$ cat config.mk
export PLATFORM = sky130hd
export DESIGN_NAME = mvvp_div_cell
export DESIGN_NICKNAME = d
export VERILOG_FILES = /design/src/mvvp_pkg.sv /design/src/mvvp_div_cell.sv
export SDC_FILE = /design/constraint.sdc
export NUM_CORES = 1
export LEC_CHECK = 0
export BUFFER_PORTS_ARGS = -buffer_cell sky130_fd_sc_hd__buf_4
export CAP_MARGIN = 5
export CELL_PAD_IN_SITES_DETAIL_PLACEMENT = 0
export CELL_PAD_IN_SITES_GLOBAL_PLACEMENT = 1
export CORE_AREA = 2 2 202 204
export DETAILED_ROUTE_END_ITERATION = 7
export DIE_AREA = 0 0 204 206
export GPL_TIMING_DRIVEN = 0
export PLACE_DENSITY = 0.7
export SLEW_MARGIN = 20
export SYNTH_ARGS = -nofsm -noshare
export SYNTH_HDL_FRONTEND = slang
export SYNTH_SLANG_ARGS = --single-unit
export TNS_END_PERCENT = 10
$ cat constraint.sdc
create_clock -name clk_i -period 6.6 [get_ports clk_i]
set_input_delay 1.32 -clock clk_i [delete_from_list [all_inputs] [get_ports clk_i]]
set_output_delay 1.32 -clock clk_i [all_outputs]
set_load 0.01 [all_outputs]
$ cat src/mvvp_pkg.sv
`default_nettype none
package mvvp_pkg;

  typedef enum logic [2:0] {
    REG_VIEW_X     = 3'd0,
    REG_VIEW_Y     = 3'd1,
    REG_VIEW_Z     = 3'd2,
    REG_VIEW_COS   = 3'd3,
    REG_VIEW_SIN   = 3'd4,
    REG_CENTER_X   = 3'd5,
    REG_CENTER_Y   = 3'd6,
    REG_PROJ_SCALE = 3'd7
  } mvvp_reg_e;

  typedef struct packed {
    logic signed [31:0] view_x;
    logic signed [31:0] view_y;
    logic signed [31:0] view_z;
    logic signed [17:0] view_cos;
    logic signed [17:0] view_sin;
    logic [11:0]        center_x;
    logic [11:0]        center_y;
    logic [30:0]        proj_scale;
  } mvvp_cfg_t;

  typedef struct packed {
    logic [7:0] ceiling_level;
    logic [7:0] floor_level;
    logic [6:0] corner_row;
    logic [6:0] corner_col;
  } mvvp_corner_t;

  typedef struct packed {
    logic signed [31:0] lateral;
    logic signed [31:0] depth;
    logic signed [31:0] floor_rel;
    logic signed [31:0] ceiling_rel;
    logic               projected;
  } mvvp_geom_t;

  typedef struct packed {
    mvvp_geom_t         geom;
    logic signed [15:0] screen_col;
    logic signed [15:0] floor_row;
    logic signed [15:0] ceiling_row;
  } mvvp_result_t;

  localparam logic [31:0] ScaleMax = 32'h7FFF_FFFF;

  function automatic logic signed [15:0] sat16(input logic signed [33:0] v);
    logic signed [15:0] r;
    if (v > 34'sd32767) begin
      r = 16'sh7FFF;
    end else if (v < -34'sd32768) begin
      r = 16'sh8000;
    end else begin
      r = v[15:0];
    end
    return r;
  endfunction

endpackage
`default_nettype wire

$ cat src/mvvp_div_cell.sv
`default_nettype none
module mvvp_div_cell #(
  parameter int DIV_W = 47
) (
  input  wire                  clk_i,
  input  wire                  rst_ni,
  input  wire                  in_valid_i,
  output logic                 in_ready_o,
  input  mvvp_pkg::mvvp_geom_t geom_i,
  input  wire [DIV_W-1:0]      dvd_i,
  input  wire [DIV_W-1:0]      quo_i,
  input  wire [31:0]           rem_i,
  output logic                 out_valid_o,
  input  wire                  out_ready_i,
  output mvvp_pkg::mvvp_geom_t geom_o,
  output logic [DIV_W-1:0]     dvd_o,
  output logic [DIV_W-1:0]     quo_o,
  output logic [31:0]          rem_o
);
  import mvvp_pkg::*;

  // One restoring division step: bring down the next dividend bit and
  // subtract the depth when it fits.
  logic        v_q;
  logic [31:0] rem2, rem_d;
  logic        qbit;

  assign in_ready_o = !v_q || out_ready_i;

  always_comb begin
    rem2  = {rem_i[30:0], dvd_i[DIV_W-1]};
    qbit  = (rem2 >= geom_i.depth);
    rem_d = qbit ? (rem2 - geom_i.depth) : rem2;
  end

  always_ff @(posedge clk_i or negedge rst_ni) begin
    if (!rst_ni) begin
      v_q <= 1'b0;
    end else if (in_ready_o) begin
      v_q <= in_valid_i;
    end
  end

  always_ff @(posedge clk_i) begin
    if (in_ready_o && in_valid_i) begin
      geom_o <= geom_i;
      dvd_o  <= {dvd_i[DIV_W-2:0], 1'b0};
      quo_o  <= {quo_i[DIV_W-2:0], qbit};
      rem_o  <= rem_d;
    end
  end

  assign out_valid_o = v_q;
endmodule
`default_nettype wire

==> Implementation_results.wiki, run 1 <==
{| class="wikitable"
! Metric !! Value
|-
| Final routed DRC violation total || 0
|-
| R2R setup slack || 4.31 ns
|-
| Standard-cell row count || 74
|-
| Share of Yosys cell area claimed by the top area cell type || 76.7%
|-
| Count of H-tree levels built during CTS || 1
|-
| Cts-stage hold buffer count || 0
|-
| Post-synthesis cell type with the largest combined area || edfxtp_1
|-
| Post-route antenna net violation count || 0
|-
| Net count after synthesis || 912
|-
| Fillers || 3,914
|-
| Net count of the finished layout || 1,461
|-
| Final HPWL DP || 26,900 µm
|-
| Port-buffer cells || 512
|-
| Maximum fanout along the worst path || 6
|-
| Max transition margin || 51.2%
|-
| Hold Fails Final Rpt || 0
|-
| PD cells || 269 mW/mm²
|-
| Width of the chip || 204 µm
|-
| Core box area || 0.0402 mm²
|-
| First DRT Iteration DRCs || 404
|-
| Combined global-route utilization of all metal layers || 14.8%
|-
| Setup-failing EPs final || 0
|-
| Routability congestion estimate from global placement || 0.821
|-
| Buffer and inverter count on the worst path || 2
|-
| Root Buffer || clkbuf_16
|-
| Sinks on the clock net || 255
|-
| Largest net degree at the start of global routing || 55
|-
| Data arrival, critical path || 4.18 ns
|-
| Critical path's top delay family || compound AO/OA/AOI/OAI gates
|-
| Synth Flop Type || edfxtp_1
|-
| Die Span Y || 206 µm
|-
| Io pins || 516
|-
| Post-synth ARST share || 0.392%
|-
| Number of CTS-inserted buffers || 30
|-
| Post-cts repair resize count || 0
|-
| Final Skew || 0.0113 ns
|-
| Total number of vias || 7,383
|-
| Worst-margin pin slew || 0.728 ns
|-
| Nature of the critical path endpoint || register
|-
| Unrepaired setup endpoints after global routing || no
|-
| Most frequent cell on the critical path || a31oi_1
|-
| Largest cells by area after synthesis || edfxtp_1, ha_1, o21ai_0
|-
| Source of the worst register-to-register timing path || out_valid_o
|-
| Clock-pin transition on the worst setup and hold timing paths || 0.06 ns
|-
| Cell with the largest stage delay on the worst path || a31oi_1
|-
| Largest stage delay on the critical path || 0.67 ns
|-
| Fraction of final layout cells with drive strength greater than 1 || 48.4%
|-
| Type of element launching the critical path || input pin
|-
| Initial Util || 24.7%
|-
| Syn avg cell area || 16.0 µm²
|-
| Worst skew pair latency || 0.56 ns
|-
| Synthesis-stage register bit count || 255
|-
| Setup TNS after final layout || 0 ns
|-
| List of cells traversed by the critical path || buf_4 > inv_1 > ha_1 > a21oi_1 > nor2_1 > o41ai_1 > nand2_1 > a31oi_1 > mux2_2 > a31oi_1 > a21o_1
|-
| Global-route wire length before repair || 46,000 µm
|-
| Share of the cycle needed by the critical path after routing || 56.7%
|-
| Number of buffers inserted by post-CTS setup repair || 0
|-
| Status || completed
|-
| Final wirelength || 34,000 µm
|-
| Top achievable clock speed || 0.267 GHz
|-
| GR Overflow Total || 0
|-
| Number of max-cap violations || 0
|-
| DIE AREA || 0.0420 mm²
|-
| FF-to-FF path depth || 5
|-
| Number of enable flip-flop cells after synthesis || 254
|-
| DR vias/cell || 4.28
|-
| Total power || 4.17 mW
|-
| TritonCTS clock tree || yes
|-
| Clk buf depth || 3
|-
| Terminus of the critical flop-to-flop path || quo_o[29]
|-
| First-pass iteration count of the detailed router || 4
|-
| Static leakage || 6.57 nW
|-
| Max-slew violations || 0
|-
| Critical path class || input pin to register
|-
| Initial antenna violation count || 6
|-
| Post-synthesis cell area || 0.00994 mm²
|-
| Data required time of the worst path || 7.03 ns
|-
| Count of warnings emitted by yosys || 0
|-
| Wire per inst || 19.7 µm
|-
| Type of the most critical hold path || input pin to asynchronous set/reset pin
|-
| Sequential fraction of the synthesis area || 77.0%
|-
| Layout overhead on the synthesized area || 56.2%
|-
| Clock period minus final worst setup slack || 3.74 ns
|-
| Number of instances in the synthesized netlist || 620
|-
| Number of distinct library cells after synthesis || 58
|-
| Via count of the first global-routing pass || 7,026
|-
| Worst voltage drop across the vdd grid || 0.164 mV
|}
## worst register-to-register path, stage by stage (launching register included)
cell and delay [ns]:
dfrtp_1 0.38, nand2b_1 0.14, and2_4 0.51, buf_12 0.32
buf_16 0.27, buf_16 0.32
## sequential cells by signal, indices dropped and copies added (netlist names)
name	count
rem_o	32
geom_o	129
quo_o	47
dvd_o	46
out_valid_o	1
## area by class of cell
class	instances	area (µm²)	share of cell area, %
Sequential cell	255	7650	49.3
Timing Repair Buffer	517	3970	25.5
Multi-Input combinational cell	306	2050	13.2
Clock buffer	39	806	5.19
Tap cell	532	666	4.29
Inverter	43	161	1.04
Clock inverter	16	140	0.902
Buffer	16	85.1	0.548
Antenna cell	2	5.00	0.0322
## metal layers
layer	up-vias	part of all wire, %	global-route usage [%]
li1	3453	-	-
met1	3589	36	16.3
met2	282	53	27.4
met3	51	8.8	4.79
met4	8	2.1	4.11
met5	-	0.16	0
## where the power goes
part	switching [mW]	total (mW)	leakage (nW)	internal, mW
logic	0.320	0.631	3.67	0.311
registers	0.0258	1.93	2.43	1.91
clock network	0.670	1.61	0.460	0.937
## synth_stat cells, types with 3 or more instances
| master | number |
|---|---|
| a211oi_1 | 3 |
| a21o_1 | 12 |
| a21oi_1 | 22 |
| a31oi_1 | 8 |
| and3_1 | 6 |
| buf_2 | 6 |
| clkbuf_1 | 5 |
| edfxtp_1 | 254 |
| ha_1 | 32 |
| inv_1 | 42 |
| mux2i_1 | 3 |
| nand2_1 | 45 |
| nand2b_1 | 7 |
| nand3_1 | 6 |
| nand4_1 | 4 |
| nor2_1 | 27 |
| nor2b_1 | 3 |
| nor3_1 | 10 |
| o211ai_1 | 3 |
| o21a_1 | 4 |
| o21ai_0 | 43 |
| o21bai_1 | 3 |
| o31a_1 | 3 |
| o41ai_1 | 3 |
| xnor2_1 | 14 |
| xor2_1 | 10 |
## cell usage in the layout (no fill, tap or decap), drive strengths merged, types with 3 or more instances in the layout
master / synthesis / final
o21ai: 46 / 46
nand3: 6 / 6
edfxtp: 254 / 254
nand4: 4 / 4
xor2: 10 / 10
a21o: 12 / 12
o41ai: 3 / 3
o21bai: 3 / 3
clkinv: 0 / 11
inv: 43 / 46
xnor2: 14 / 14
a31oi: 9 / 9
o21a: 4 / 4
nor2: 27 / 27
nor2b: 3 / 3
mux2i: 3 / 3
and3: 6 / 6
a211oi: 3 / 3
nand2b: 7 / 7
a21oi: 23 / 23
nand2: 45 / 45
mux2: 3 / 3
o31a: 3 / 3
clkbuf: 7 / 46
nor3: 10 / 10
buf: 9 / 526
ha: 32 / 32
o211ai: 3 / 3
## worst max-delay path by stage
stage | start | endpoint | slack [ns] | cells past startpoint
2_1_floorplan | out_ready_i | dvd_o[10] | 1.51 | 2
6_report | geom_i[73] | rem_o[27] | 2.86 | 11
5_1_grt | geom_i[74] | rem_o[4] | 2.73 | 11
3_5_place_dp | geom_i[73] | rem_o[27] | 2.26 | 11
4_1_cts | geom_i[73] | rem_o[27] | 2.86 | 11
3_3_place_gp | out_ready_i | geom_o[88] | 0.09 | 3
## logic make-up after synthesis
family / Yosys count / synth area share, %
compound gates: 126 / 8.17
buf+inv: 59 / 2.48
other cells: 1 / 0.0377
flops: 255 / 77.0
simple gates: 116 / 5.32
fa+ha+maj: 33 / 4.23
mux: 6 / 0.680
xor+xnor: 24 / 2.11
## per-stage QoR
| stage | setup slack [ns] | area, µm² | hold slack (ns) | cells | util [%] |
|---|---|---|---|---|---|
| 2_1_floorplan | 1.51 | 9940 | 0.622 | 620 | - |
| 3_3_place_gp | 0.0865 | 14500 | 0.512 | 1664 | 36.0 |
| 3_5_place_dp | 2.26 | 14600 | 0.555 | 1669 | 36.3 |
| 4_1_cts | 2.86 | 15500 | 0.488 | 1724 | 38.6 |
| 5_1_grt | 2.73 | 15500 | 0.502 | 1726 | 38.6 |
| 6_report | 2.86 | 15500 | 0.527 | 1726 | 38.6 |
(Power assumes the default switching activity.)
==> run 2: changes to the inputs <==
--- a/config.mk
+++ b/config.mk
@@ -9,9 +9,9 @@
 export CAP_MARGIN = 5
 export CELL_PAD_IN_SITES_DETAIL_PLACEMENT = 0
 export CELL_PAD_IN_SITES_GLOBAL_PLACEMENT = 1
-export CORE_AREA = 2 2 202 204
+export CORE_AREA = 2 2 199 201
 export DETAILED_ROUTE_END_ITERATION = 7
-export DIE_AREA = 0 0 204 206
+export DIE_AREA = 0 0 201 203
 export GPL_TIMING_DRIVEN = 0
 export PLACE_DENSITY = 0.7
 export SLEW_MARGIN = 20
==> constraint.sdc (replaced) <==
create_clock -name clk_i -period 3.8 [get_ports clk_i]
set_input_delay 0.76 -clock clk_i [delete_from_list [all_inputs] [get_ports clk_i]]
set_output_delay 0.76 -clock clk_i [all_outputs]
set_load 0.01 [all_outputs]
==> Implementation_results.wiki, run 2 (same netlist as run 1, synthesis figures left out) <==
{| class="wikitable"
! Metric !! Value
|-
| TritonCTS clock tree || yes
|-
| Sequential cell fraction of total power || 48.1%
|-
| Final wirelength || 34,000 µm
|-
| Status || completed
|-
| DIE AREA || 0.0408 mm²
|-
| Static leakage || 6.53 nW
|-
| Share of the cycle needed by the critical path after routing || 84.2%
|-
| Top achievable clock speed || 0.313 GHz
|-
| Fraction of final layout cells with drive strength greater than 1 || 48.7%
|-
| Hold Fails Final Rpt || 0
|-
| Max transition margin || 50.9%
|-
| Number of CTS-inserted buffers || 29
|-
| Initial antenna violation count || 4
|-
| Finished Core Util || 40.1%
|-
| Core box area || 0.0385 mm²
|-
| Standard-cell row count || 72
|-
| Switching part of the total || 24.8%
|-
| Net count of the finished layout || 1,461
|-
| Layout overhead on the synthesized area || 55.1%
|-
| Largest net degree at the start of global routing || 57
|-
| Count of H-tree levels built during CTS || 1
|-
| Most frequent cell on the critical path || a31oi_1
|-
| Largest stage delay on the critical path || 0.68 ns
|-
| Worst skew pair latency || 0.56 ns
|-
| Commonest non-fill, non-tap cells in the layout || buf_4, edfxtp_1, nand2_1, o21ai_0, inv_1
|-
| Depth of the critical timing path with buffers and inverters included || 11
|-
| Port-buffer cells || 512
|-
| First DRT Iteration DRCs || 380
|-
| Reg with most FFs || geom_o
|-
| Combined global-route utilization of all metal layers || 15.9%
|-
| GR Overflow Total || 0
|-
| Type of the most critical hold path || input pin to register
|-
| Data required time of the worst path || 4.12 ns
|-
| Placed Cells incl. Taps || 1,655
|-
| Total number of vias || 7,303
|-
| WHS Path Cells || 1
|-
| Wire per inst || 19.9 µm
|-
| Die Span Y || 203 µm
|-
| Combinational power share || 15.7%
|-
| Initial Util || 25.8%
|-
| Int Power || 5.25 mW
|-
| Io pins || 516
|-
| First-pass iteration count of the detailed router || 4
|-
| Clock period minus final worst setup slack || 3.20 ns
|-
| Width of the chip || 201 µm
|-
| Root Buffer || clkbuf_16
|-
| Type of element launching the critical path || input pin
|-
| Sinks on the clock net || 255
|-
| Maximum fanout along the worst path || 6
|-
| Clk buf depth || 3
|-
| Final routed DRC violation total || 0
|-
| Post-route antenna net violation count || 0
|-
| DR vias/cell || 4.27
|-
| Biggest registers after layout || geom_o (129), quo_o (47), dvd_o (46)
|-
| Area post-placement || 0.0146 mm²
|-
| Max-slew violations || 0
|-
| Global-route wire length before repair || 47,800 µm
|-
| FF-to-FF path depth || 5
|-
| Flip-flop count of the largest register, all copies and words added || 129
|-
| Number of buffers inserted by post-CTS setup repair || 0
|-
| Final non-filler cell total || 1,709
|-
| Post-route cell area || 0.0154 mm²
|-
| Net switching component of the power || 1.73 mW
|-
| Nature of the critical path endpoint || register
|-
| Clock-pin transition on the worst setup and hold timing paths || 0.06 ns
|-
| Worst voltage drop across the vdd grid || 0.348 mV
|-
| Routability congestion estimate from global placement || 0.833
|-
| Worst-margin pin slew || 0.733 ns
|-
| Critical path class || input pin to register
|-
| Critical path's top delay family || compound AO/OA/AOI/OAI gates
|-
| PD cells || 453 mW/mm²
|-
| Fillers || 3,645
|-
| Post-cts repair resize count || 0
|-
| Leading cell type in the layout, fill and taps excluded || buf_4
|-
| Unrepaired setup endpoints after global routing || no
|-
| Via count of the first global-routing pass || 7,312
|-
| List of cells traversed by the critical path || buf_4 > inv_1 > ha_1 > a21oi_1 > nor2_1 > o41ai_1 > nand2_1 > a31oi_1 > mux2i_1 > a31oi_1 > a21o_1
|-
| Setup-failing EPs final || 0
|-
| Share of power burned in the clock network || 36.2%
|-
| Final Skew || 0.00937 ns
|-
| Buffer and inverter count on the worst path || 2
|-
| Final HPWL DP || 27,100 µm
|-
| Cell with the largest stage delay on the worst path || a31oi_1
|-
| Total power || 6.99 mW
|-
| Hold Worst Slack || 0.366 ns
|-
| Data arrival, critical path || 3.52 ns
|-
| Number of max-cap violations || 0
|}
==> run 2: timing repair <==
action / in CTS / in global routing
endpoints found under the setup margin: 0 / 0
hold buffers: 1 / 0
endpoints found under the hold margin: 1 / 0
==> run 2: final cells by class <==
class                      instances  area [µm²]  area share, %
antenna                            1        2.50         0.0162
buffer                            16        85.1          0.552
clock buffer                      33         741           4.80
clock inverter                    19         113          0.730
inverter                          43         161           1.05
multi-input combinational        306        2050           13.3
sequential                       255        7650           49.6
tap                              518         648           4.20
timing repair buffer             518        3980           25.8
==> run 2: power groups by stage <==
stage | registers [mW] | clock network, mW | logic [mW]
after CTS | 3.36 | 2.64 | 1.12
after detailed placement | 3.42 | 0 | 1.11
after floorplan | 3.52 | 0 | 0.382
after global placement | 3.43 | 0 | 1.08
after global routing | 3.37 | 2.74 | 1.19
final | 3.36 | 2.53 | 1.10
==> run 2: routing by layer <==
layer,track usage (%),wire length [µm],up-vias,share of wire (%)
met2,28.3,17600,288,52
met4,4.87,922,6,2.7
li1,-,-,3445,-
met5,0,36,-,0.11
met1,17.7,12600,3515,37
met3,5.68,2840,49,8.4
==> run 2: final timing paths <==
kind / from / slack [ns] / end
worst max-delay path: geom_i[73] / 0.60 / rem_o[25]
worst min-delay path: quo_i[39] / 0.37 / quo_o[40]
worst max register to register: out_valid_o / 1.50 / geom_o[12]
worst min register to register: out_valid_o / 0.56 / out_valid_o
max in group asynchronous: rst_ni / 3.19 / out_valid_o
min in group asynchronous: rst_ni / 0.52 / out_valid_o
==> run 2: stage by stage <==
stage | setup TNS, ns | setup slack [ns]
floorplan | 0 | 0.603
global placement | -39.95 | -0.193
detailed placement | -0.378 | -0.131
CTS | 0 | 0.454
global route | 0 | 0.358
finish | 0 | 0.600
